$ cat src/sv/hbkd_pkg.sv
// Shared types and constants for the boot keyboard report differ.
// No dependencies.
`default_nettype none

package hbkd_pkg;

  localparam int KEY_W         = 8;
  localparam int MOD_BITS      = 8;
  localparam int IN_SLOTS      = 6;
  localparam int KEY_SLOTS_DEF = 6;

  typedef logic [KEY_W-1:0] key_t;

  // Modifier bit n reports as usage 224 + n.
  localparam key_t MOD_CODE_BASE = 8'd224;
  // Usages below this never cause an event.
  localparam key_t LOWEST_KEY    = 8'd4;

  typedef struct packed {
    key_t code;
    logic press;
  } ev_t;

endpackage

`default_nettype wire

$ cat src/sv/hbkd_in_if.sv
// Report request channel: valid/ready plus one boot keyboard report.
// Depends on hbkd_pkg.
`default_nettype none

interface hbkd_in_if;
  logic               valid;
  logic               ready;
  logic               report_ok;
  logic [7:0]         modifier_bits;
  hbkd_pkg::key_t     key_0;
  hbkd_pkg::key_t     key_1;
  hbkd_pkg::key_t     key_2;
  hbkd_pkg::key_t     key_3;
  hbkd_pkg::key_t     key_4;
  hbkd_pkg::key_t     key_5;

  modport source (
    output valid, report_ok, modifier_bits, key_0, key_1, key_2, key_3, key_4, key_5,
    input  ready
  );
  modport sink (
    input  valid, report_ok, modifier_bits, key_0, key_1, key_2, key_3, key_4, key_5,
    output ready
  );
endinterface

`default_nettype wire

$ cat src/sv/hbkd_out_if.sv
// Key event request channel: valid/ready plus one key event.
// Depends on hbkd_pkg.
`default_nettype none

interface hbkd_out_if;
  logic           valid;
  logic           ready;
  hbkd_pkg::key_t key_code;
  logic           is_press;
  logic           last_event;

  modport source (output valid, key_code, is_press, last_event, input ready);
  modport sink   (input valid, key_code, is_press, last_event, output ready);
endinterface

`default_nettype wire

$ cat src/sv/hbkd_diff.sv
// Input register, previous-report state and the compare logic that builds
// the candidate event list. Depends on hbkd_pkg and hbkd_in_if.
`default_nettype none

module hbkd_diff #(
  parameter  int KEY_SLOTS = hbkd_pkg::KEY_SLOTS_DEF,
  localparam int NEV       = hbkd_pkg::MOD_BITS + 2 * KEY_SLOTS
) (
  input  logic             clk,
  input  logic             rst_n,
  hbkd_in_if.sink          in_rpt,
  output logic             ev_valid,
  input  logic             ev_ready,
  output logic [NEV-1:0]   ev_mask,
  output hbkd_pkg::ev_t    ev_list [NEV]
);

  logic                    a_valid_r;
  logic                    a_ok_r;
  logic [7:0]              a_mods_r;
  hbkd_pkg::key_t          a_keys_r  [hbkd_pkg::IN_SLOTS];
  logic [7:0]              prev_mods_r;
  hbkd_pkg::key_t          prev_keys_r [KEY_SLOTS];
  hbkd_pkg::key_t          new_keys  [KEY_SLOTS];
  logic                    in_hs;
  logic                    any_ev;
  logic                    a_take;

  assign in_hs = in_rpt.valid && in_rpt.ready;

  always_ff @(posedge clk) begin
    if (!rst_n) begin
      a_valid_r <= 1'b0;
    end else if (in_rpt.ready) begin
      a_valid_r <= in_rpt.valid;
    end
  end

  always_ff @(posedge clk) begin
    if (in_hs) begin
      a_ok_r      <= in_rpt.report_ok;
      a_mods_r    <= in_rpt.modifier_bits;
      a_keys_r[0] <= in_rpt.key_0;
      a_keys_r[1] <= in_rpt.key_1;
      a_keys_r[2] <= in_rpt.key_2;
      a_keys_r[3] <= in_rpt.key_3;
      a_keys_r[4] <= in_rpt.key_4;
      a_keys_r[5] <= in_rpt.key_5;
    end
  end

  // Slots past the physical six read as zero.
  for (genvar g = 0; g < KEY_SLOTS; g++) begin : g_new
    if (g < hbkd_pkg::IN_SLOTS) begin : g_phys
      assign new_keys[g] = a_keys_r[g];
    end else begin : g_pad
      assign new_keys[g] = '0;
    end
  end

  // Modifier events: one per changed bit, press if the bit is now set.
  for (genvar m = 0; m < hbkd_pkg::MOD_BITS; m++) begin : g_mod
    assign ev_mask[m]       = a_mods_r[m] ^ prev_mods_r[m];
    assign ev_list[m].code  = hbkd_pkg::MOD_CODE_BASE + hbkd_pkg::key_t'(m);
    assign ev_list[m].press = a_mods_r[m];
  end

  // Per slot: release of the old key, then press of the new key.
  for (genvar s = 0; s < KEY_SLOTS; s++) begin : g_slot
    logic old_kept;
    logic new_known;

    always_comb begin
      old_kept  = 1'b0;
      new_known = 1'b0;
      for (int j = 0; j < KEY_SLOTS; j++) begin
        old_kept  = old_kept  | (new_keys[j] == prev_keys_r[s]);
        new_known = new_known | (prev_keys_r[j] == new_keys[s]);
      end
    end

    assign ev_mask[hbkd_pkg::MOD_BITS + 2*s] =
      (prev_keys_r[s] >= hbkd_pkg::LOWEST_KEY) && !old_kept;
    assign ev_list[hbkd_pkg::MOD_BITS + 2*s].code  = prev_keys_r[s];
    assign ev_list[hbkd_pkg::MOD_BITS + 2*s].press = 1'b0;

    assign ev_mask[hbkd_pkg::MOD_BITS + 2*s + 1] =
      (new_keys[s] >= hbkd_pkg::LOWEST_KEY) && !new_known;
    assign ev_list[hbkd_pkg::MOD_BITS + 2*s + 1].code  = new_keys[s];
    assign ev_list[hbkd_pkg::MOD_BITS + 2*s + 1].press = 1'b1;
  end

  // Bad reports and reports with no change drain without using the emitter.
  assign any_ev        = |ev_mask;
  assign ev_valid      = a_valid_r && a_ok_r && any_ev;
  assign a_take        = a_valid_r && (!a_ok_r || !any_ev || ev_ready);
  assign in_rpt.ready  = !a_valid_r || a_take;

  always_ff @(posedge clk) begin
    if (!rst_n) begin
      prev_mods_r <= '0;
      for (int k = 0; k < KEY_SLOTS; k++) begin
        prev_keys_r[k] <= '0;
      end
    end else if (a_take && a_ok_r) begin
      prev_mods_r <= a_mods_r;
      for (int k = 0; k < KEY_SLOTS; k++) begin
        prev_keys_r[k] <= new_keys[k];
      end
    end
  end

endmodule

`default_nettype wire

$ cat src/sv/hbkd_emit.sv
// Event list register and serializer: hands out the pending events lowest
// index first, one per cycle unless out_evt stalls, through an output register.
// Depends on hbkd_pkg and hbkd_out_if.
`default_nettype none

module hbkd_emit #(
  parameter  int KEY_SLOTS = hbkd_pkg::KEY_SLOTS_DEF,
  localparam int NEV       = hbkd_pkg::MOD_BITS + 2 * KEY_SLOTS,
  localparam int EVW       = $bits(hbkd_pkg::ev_t)
) (
  input  logic             clk,
  input  logic             rst_n,
  input  logic             ev_valid,
  output logic             ev_ready,
  input  logic [NEV-1:0]   ev_mask,
  input  hbkd_pkg::ev_t    ev_list [NEV],
  hbkd_out_if.source       out_evt
);

  logic [NEV-1:0]   b_mask_r;
  logic [NEV-1:0]   b_mask_nxt;
  hbkd_pkg::ev_t    b_list_r [NEV];
  logic [NEV-1:0]   pick;
  logic [NEV-1:0]   rest;
  logic [EVW-1:0]   sel_bits;
  hbkd_pkg::ev_t    sel;
  logic             out_load;
  logic             b_load;
  logic             out_valid_r;
  logic             out_valid_nxt;
  hbkd_pkg::key_t   out_code_r;
  logic             out_press_r;
  logic             out_last_r;

  // Lowest pending event, one-hot.
  assign pick = b_mask_r & (~b_mask_r + {{(NEV-1){1'b0}}, 1'b1});
  assign rest = b_mask_r & ~pick;

  always_comb begin
    sel_bits = '0;
    for (int i = 0; i < NEV; i++) begin
      sel_bits = sel_bits | ({EVW{pick[i]}} & b_list_r[i]);
    end
  end
  assign sel = hbkd_pkg::ev_t'(sel_bits);

  assign out_load = (|b_mask_r) && (!out_valid_r || out_evt.ready);
  assign ev_ready = !(|b_mask_r) || (out_load && !(|rest));
  assign b_load   = ev_valid && ev_ready;

  always_comb begin
    priority if (b_load) begin
      b_mask_nxt = ev_mask;
    end else if (out_load) begin
      b_mask_nxt = rest;
    end else begin
      b_mask_nxt = b_mask_r;
    end
  end

  always_comb begin
    priority if (out_load) begin
      out_valid_nxt = 1'b1;
    end else if (out_evt.ready) begin
      out_valid_nxt = 1'b0;
    end else begin
      out_valid_nxt = out_valid_r;
    end
  end

  always_ff @(posedge clk) begin
    if (!rst_n) begin
      b_mask_r    <= '0;
      out_valid_r <= 1'b0;
    end else begin
      b_mask_r    <= b_mask_nxt;
      out_valid_r <= out_valid_nxt;
    end
  end

  always_ff @(posedge clk) begin
    if (b_load) begin
      for (int i = 0; i < NEV; i++) begin
        b_list_r[i] <= ev_list[i];
      end
    end
  end

  always_ff @(posedge clk) begin
    if (out_load) begin
      out_code_r  <= sel.code;
      out_press_r <= sel.press;
      out_last_r  <= !(|rest);
    end
  end

  assign out_evt.valid      = out_valid_r;
  assign out_evt.key_code   = out_code_r;
  assign out_evt.is_press   = out_press_r;
  assign out_evt.last_event = out_last_r;

endmodule

`default_nettype wire

$ cat src/sv/hid_boot_keyboard_report_diff_unit.sv
// Boot keyboard report differ, top level. Depends on hbkd_pkg, the channel
// interfaces, hbkd_diff and hbkd_emit.
// The first event of a report passes the report, event list and output registers
// to reach out_evt. Throughput: one event per cycle while out_evt is ready; each
// report's events hold the emitter, one with none (or flagged bad) skips it.
// Reset (synchronous, rst_n low) empties both stages and zeroes the previous report.
`default_nettype none

module hid_boot_keyboard_report_diff_unit #(
  // Number of key slots kept as previous state; slots past six read as zero.
  parameter int KEY_SLOTS = hbkd_pkg::KEY_SLOTS_DEF
) (
  input  logic        clk,
  input  logic        rst_n,
  hbkd_in_if.sink     in_rpt,
  hbkd_out_if.source  out_evt
);

  localparam int NEV = hbkd_pkg::MOD_BITS + 2 * KEY_SLOTS;

  // Candidate event list between the two stages. Bit order is the emit
  // order: modifiers 0..7, then per slot release-old followed by press-new.
  logic              ev_valid;
  logic              ev_ready;
  logic [NEV-1:0]    ev_mask;
  hbkd_pkg::ev_t     ev_list [NEV];

  // Stage one: report register and compare against the previous report.
  // The previous report is replaced when the registered report moves on,
  // so the next report compares against it without a gap. A bad report drops
  // here, never waits on the emitter, and leaves the previous report alone.
  hbkd_diff #(
    .KEY_SLOTS (KEY_SLOTS)
  ) u_diff (
    .clk      (clk),
    .rst_n    (rst_n),
    .in_rpt   (in_rpt),
    .ev_valid (ev_valid),
    .ev_ready (ev_ready),
    .ev_mask  (ev_mask),
    .ev_list  (ev_list)
  );

  // Stage two: holds the pending mask and pops the lowest set bit each
  // cycle into the output register unless out_evt stalls. It takes the next list
  // in the same cycle its last event moves out, so reports stream without bubbles.
  hbkd_emit #(
    .KEY_SLOTS (KEY_SLOTS)
  ) u_emit (
    .clk      (clk),
    .rst_n    (rst_n),
    .ev_valid (ev_valid),
    .ev_ready (ev_ready),
    .ev_mask  (ev_mask),
    .ev_list  (ev_list),
    .out_evt  (out_evt)
  );

endmodule

`default_nettype wire

$ cat src/flat_wrapper.sv
// flat-port wrapper written by rule: the top's interface ports become plain ports
module hid_boot_keyboard_report_diff_unit_flat 
#(
                                                                             
  parameter int KEY_SLOTS = hbkd_pkg::KEY_SLOTS_DEF
)
  (clk, rst_n, in_rpt_valid, in_rpt_report_ok, in_rpt_modifier_bits, in_rpt_key_0, in_rpt_key_1, in_rpt_key_2, in_rpt_key_3, in_rpt_key_4, in_rpt_key_5, in_rpt_ready, out_evt_valid, out_evt_key_code, out_evt_is_press, out_evt_last_event, out_evt_ready);
  hbkd_in_if in_rpt_i ();
  hbkd_out_if out_evt_i ();
  input  logic clk;
  input  logic rst_n;
  input wire logic [$bits(in_rpt_i.valid)-1:0] in_rpt_valid;
  input wire logic [$bits(in_rpt_i.report_ok)-1:0] in_rpt_report_ok;
  input wire logic [$bits(in_rpt_i.modifier_bits)-1:0] in_rpt_modifier_bits;
  input wire logic [$bits(in_rpt_i.key_0)-1:0] in_rpt_key_0;
  input wire logic [$bits(in_rpt_i.key_1)-1:0] in_rpt_key_1;
  input wire logic [$bits(in_rpt_i.key_2)-1:0] in_rpt_key_2;
  input wire logic [$bits(in_rpt_i.key_3)-1:0] in_rpt_key_3;
  input wire logic [$bits(in_rpt_i.key_4)-1:0] in_rpt_key_4;
  input wire logic [$bits(in_rpt_i.key_5)-1:0] in_rpt_key_5;
  output wire logic [$bits(in_rpt_i.ready)-1:0] in_rpt_ready;
  output wire logic [$bits(out_evt_i.valid)-1:0] out_evt_valid;
  output wire logic [$bits(out_evt_i.key_code)-1:0] out_evt_key_code;
  output wire logic [$bits(out_evt_i.is_press)-1:0] out_evt_is_press;
  output wire logic [$bits(out_evt_i.last_event)-1:0] out_evt_last_event;
  input wire logic [$bits(out_evt_i.ready)-1:0] out_evt_ready;
  assign in_rpt_i.valid = in_rpt_valid;
  assign in_rpt_i.report_ok = in_rpt_report_ok;
  assign in_rpt_i.modifier_bits = in_rpt_modifier_bits;
  assign in_rpt_i.key_0 = in_rpt_key_0;
  assign in_rpt_i.key_1 = in_rpt_key_1;
  assign in_rpt_i.key_2 = in_rpt_key_2;
  assign in_rpt_i.key_3 = in_rpt_key_3;
  assign in_rpt_i.key_4 = in_rpt_key_4;
  assign in_rpt_i.key_5 = in_rpt_key_5;
  assign in_rpt_ready = in_rpt_i.ready;
  assign out_evt_valid = out_evt_i.valid;
  assign out_evt_key_code = out_evt_i.key_code;
  assign out_evt_is_press = out_evt_i.is_press;
  assign out_evt_last_event = out_evt_i.last_event;
  assign out_evt_i.ready = out_evt_ready;
  hid_boot_keyboard_report_diff_unit #(.KEY_SLOTS(KEY_SLOTS)) u_core (.clk(clk), .rst_n(rst_n), .in_rpt(in_rpt_i), .out_evt(out_evt_i));
endmodule
$ cat config.mk
export PLATFORM = sky130hd
export DESIGN_NAME = hid_boot_keyboard_report_diff_unit_flat
export DESIGN_NICKNAME = d
export VERILOG_FILES = /design/src/sv/hbkd_pkg.sv /design/src/sv/hbkd_in_if.sv /design/src/sv/hbkd_out_if.sv /design/src/sv/hbkd_diff.sv /design/src/sv/hbkd_emit.sv /design/src/sv/hid_boot_keyboard_report_diff_unit.sv /design/src/flat_wrapper.sv
export SDC_FILE = /design/constraint.sdc
export NUM_CORES = 1
export LEC_CHECK = 0
export ABC_AREA = 1
export BUFFER_PORTS_ARGS = -buffer_cell sky130_fd_sc_hd__buf_2
export CELL_PAD_IN_SITES_DETAIL_PLACEMENT = 0
export CELL_PAD_IN_SITES_GLOBAL_PLACEMENT = 1
export CORE_MARGIN = 3
export CORE_UTILIZATION = 40
export CTS_BUF_LIST = sky130_fd_sc_hd__clkbuf_4 sky130_fd_sc_hd__clkbuf_8 sky130_fd_sc_hd__clkbuf_16
export DETAILED_ROUTE_END_ITERATION = 10
export PLACE_DENSITY = 0.72
export SLEW_MARGIN = 25
export SYNTH_ARGS = -nofsm -noshare
export SYNTH_HDL_FRONTEND = slang
export SYNTH_SLANG_ARGS = --single-unit
$ cat constraint.sdc
create_clock -name clk -period 7.03 [get_ports clk]
set_input_delay 1.0545 -clock clk [delete_from_list [all_inputs] [get_ports clk]]
set_output_delay 1.0545 -clock clk [all_outputs]
set_load 0.02 [all_outputs]
==> summary.md <==
| Metric | Value |
|---|---|
| CTS tree | yes |
| Unique masters post-synth | 39 |
| Setup TNS after final layout | 0 ps |
| Crit path DAT | 4140 ps |
| Fin nets | 1787 |
| Initial Utilization | 0.411 |
| Vias per cell | 5.19 |
| Worst-Skew Late Latency | 570 ps |
| Final Wtd Congestion | 0.950 |
| Clock sinks | 249 |
| Die span in y | 196 um |
| Diodes inserted | 0 |
| Share of cells above drive strength 1 | 0.0852 |
| Worst path cell trace | nor2_4 > nand2_1 > nor2_2 > nand4_1 > nand2_1 > inv_2 > nand4_1 > nand2_1 > inv_2 > nand3_1 > buf_2 |
| Post-synth ARST share | 0 |
| Fin crit share | 0.738 |
| Post-Layout Cell Count | 2204 |
| Clock Skews | 17.5 ps |
| Starting DRT DRC Count | 1128 |
| Hold Path Class | flip-flop to flip-flop |
| Clock-pin slew on the worst setup and hold paths | 60 ps |
| CTS H-tree lvls | 1 |
| Synth Cell Area | 14400 um2 |
| Total CTS buffers | 29 |
| Power density of the placed cells | 410 nW/um2 |
| Final Total Pwr | 0.00643 W |
| WL final | 47800 um |
| Fraction of power spent switching nets | 0.426 |
| Clock Power Share | 0.227 |
| Slew Viols, Final | 0 |
| Initial antenna violation count | 0 |
| GR Overflow Total | 0 |
| Inst Count DP | 2150 |
| DR DRC count | 0 |
| WP buf/inv | 3 |
| FMAX | 193 MHz |
| Dpl cell area | 14800 um2 |
| Critical Path Start Type | flip-flop |
| Compound-cell area share of the yosys netlist | 0.0315 |
| Worst IR drop on VDD | 512 uV |
| Adder-cell area share of the yosys netlist | 0 |
| Rel. slew slack | 0.275 |
| Seq pwr share | 0.409 |
| CTS max path bufs | 3 |
| Synth top area cells | edfxtp_1, nand2_1, xnor2_1, nor2_1, dfxtp_1 |
| Core Box Area | 35000 um2 |
| Max cap viols | 0 |
| First-pass GRT wire length | 70100 um |
| Vias in the first global route | 10.9k |
| Crit Path Max Fanout | 25 |
| CP endpoint kind | primary output |
| Pin count of the biggest net entering global routing | 87 |
| Post-synthesis mux area share | 0 |
| CP required | 5980 ps |
| Slowest cell on crit path | nand2_1 |
| Synth Area in Simple Gates | 0.273 |
| Input/output buffers | 72 |
| Slew of the pin with the lowest slew margin | 1080 ps |
| Area leader, netlist | edfxtp_1 |
| Tot GR Track Use | 0.247 |
| Tmin final | 5190 ps |
| Ys flop type | edfxtp_1 |
| Syn_area_per_cell | 8.30 um2 |
| Die width | 196 um |
| Sequential element share of the synthesized area | 0.499 |
| Final Cell Area | 15700 um2 |
| Final Setup Violations | 0 |
| Outcome | complete, no violations |
| Yosys top cell area share | 0.457 |
| Core Rows | 68 |
| Yosys reg bits | 249 |
| Crit path kind | flip-flop to primary output |
| Yosys warnings | 0 |
| DP HPWL | 34100 um |
| Post-CTS Setup Inserts | 0 |
| Most frequent CP cell | nand2_1 |
| Synth Area in XOR/XNOR | 0.116 |
| Die area | 38200 um2 |
| Post_cts resized | 0 |
| Top Ports | 73 |
| Layout area overhead | 9.28% |
| Comb power frac | 0.364 |
| Cells after Synth | 1731 |
| Leakage | 6.55 nW |
| Post-CTS Hold Fix Bufs | 0 |
| Vias | 11.4k |
| DRT Pass-1 Iters | 6 |
| Worst path max stage delay | 660 ps |
| Largest family of logic cells by synthesized area | simple AND/OR/NAND/NOR gates |
| ANT nets after route | 0 |
| Crit path max-delay family | simple AND/OR/NAND/NOR gates |
| CTS Root Cell | clkbuf_16 |
| Post-synth EDFFs | 219 |
| DR WL/cell | 21.7 um |
| Final Hold Violating Endpoints | 0 |
| Internal power | 0.00369 W |
| RSZ-0062 raised after global routing | false |
| Syn Nets | 1792 |
| P_sw | 0.00274 W |
routing by layer:
| metal | global-route usage | share of wire |
|---|---|---|
| met1 | 0.356 | 0.45 |
| met2 | 0.380 | 0.45 |
| met3 | 0.0383 | 0.073 |
| met4 | 0.0837 | 0.033 |
| met5 | 0 | 0 |
metrics by stage:
stage | util | worst slack (ps) | hold slack (ps)
2_1_floorplan | - | 3550 | 421
3_3_place_gp | 0.423 | 1810 | 476
3_5_place_dp | 0.423 | 1730 | 486
4_1_cts | 0.449 | 1820 | 495
5_1_grt | 0.449 | 1450 | 518
6_report | 0.449 | 1840 | 491
layout make-up:
class	count	area, um2
clock buffers	37	792
well taps	455	569
inverters	144	548
repair buffers	81	428
clock inverters	17	134
flip-flops and latches	249	7180
multi-input cells	1221	6060
fillers	3457	19300
cell usage after synthesis, drive strengths merged (2+ instances only):
| library cell | n |
|---|---|
| a2111oi | 2 |
| a211oi | 3 |
| a21oi | 32 |
| a221oi | 8 |
| a22o | 2 |
| a22oi | 3 |
| buf | 110 |
| clkbuf | 7 |
| dfxtp | 30 |
| edfxtp | 219 |
| inv | 144 |
| nand2 | 601 |
| nand3 | 71 |
| nand4 | 67 |
| nor2 | 203 |
| nor3 | 8 |
| nor4 | 3 |
| o2111ai | 2 |
| o21ai | 17 |
| xnor2 | 163 |
| xor2 | 28 |
flip-flops by register name, indices dropped and copies added, names as in the netlist, 8 cells and up:
name and flops:
u_core.u_emit.b_mask_r 20, u_core.u_emit.b_list_r 104, u_core.u_diff.a_keys_r 48, u_core.u_diff.a_mods_r 8, u_core.u_diff.prev_keys_r 48, u_core.u_diff.prev_mods_r 8, u_core.u_emit.out_evt.key_code 8
path summary, 6_finish.rpt:
kind / startpoint / to / slack [ps] / cells past startpoint
worst max-delay path: u_core.u_emit.b_mask_r[0] / in_rpt_ready / 1840 / 11
worst min-delay path: u_core.u_diff.prev_mods_r[6] / u_core.u_diff.prev_mods_r[6] / 490 / 2
worst max register to register: u_core.u_emit.b_mask_r[0] / u_core.u_emit.b_list_r[2][17] / 2240 / 11
worst min register to register: u_core.u_diff.prev_mods_r[6] / u_core.u_diff.prev_mods_r[6] / 490 / 2
placed cells by master (no fill, tap or decap), types with 4 or more instances in the layout:
| cell | synthesis | final |
|---|---|---|
| clkinvlp_4 | 0 | 5 |
| o21ai_0 | 9 | 9 |
| inv_6 | 0 | 5 |
| inv_2 | 7 | 6 |
| nor3_1 | 8 | 8 |
| nand2_1 | 600 | 599 |
| xor2_1 | 28 | 28 |
| a21oi_1 | 32 | 32 |
| inv_1 | 137 | 136 |
| edfxtp_1 | 219 | 219 |
| a221oi_1 | 8 | 8 |
| nand4_1 | 67 | 67 |
| nand3_1 | 68 | 67 |
| buf_2 | 102 | 72 |
| dfxtp_1 | 30 | 30 |
| xnor2_1 | 163 | 163 |
| clkinv_2 | 0 | 4 |
| buf_4 | 0 | 9 |
| nor2_1 | 200 | 200 |
| o21ai_1 | 8 | 8 |
| clkbuf_4 | 0 | 7 |
| clkbuf_16 | 0 | 29 |
cells by family (layout without fill, tap and decap cells):
logic type      count (synthesis)  after routing
flops                         249            249
xor+xnor                      191            191
simple gates                  956            956
buf+inv                       261            279
compound gates                 74             74
worst min-delay path, stage by stage (launching register included):
cell and delay, ps:
dfxtp_1 320, nand3_1 70, o21ai_1 60
power by group through the flow:
stage	sequential, W	combinational, W	clock [W]
floorplan	0.00229	0.00197	0
global placement	0.00264	0.00232	0
detailed placement	0.00265	0.00234	0
CTS	0.00262	0.00235	0.00149
global route	0.00267	0.00263	0.00156
finish	0.00263	0.00234	0.00146
Power figures use the tool's default switching activity.
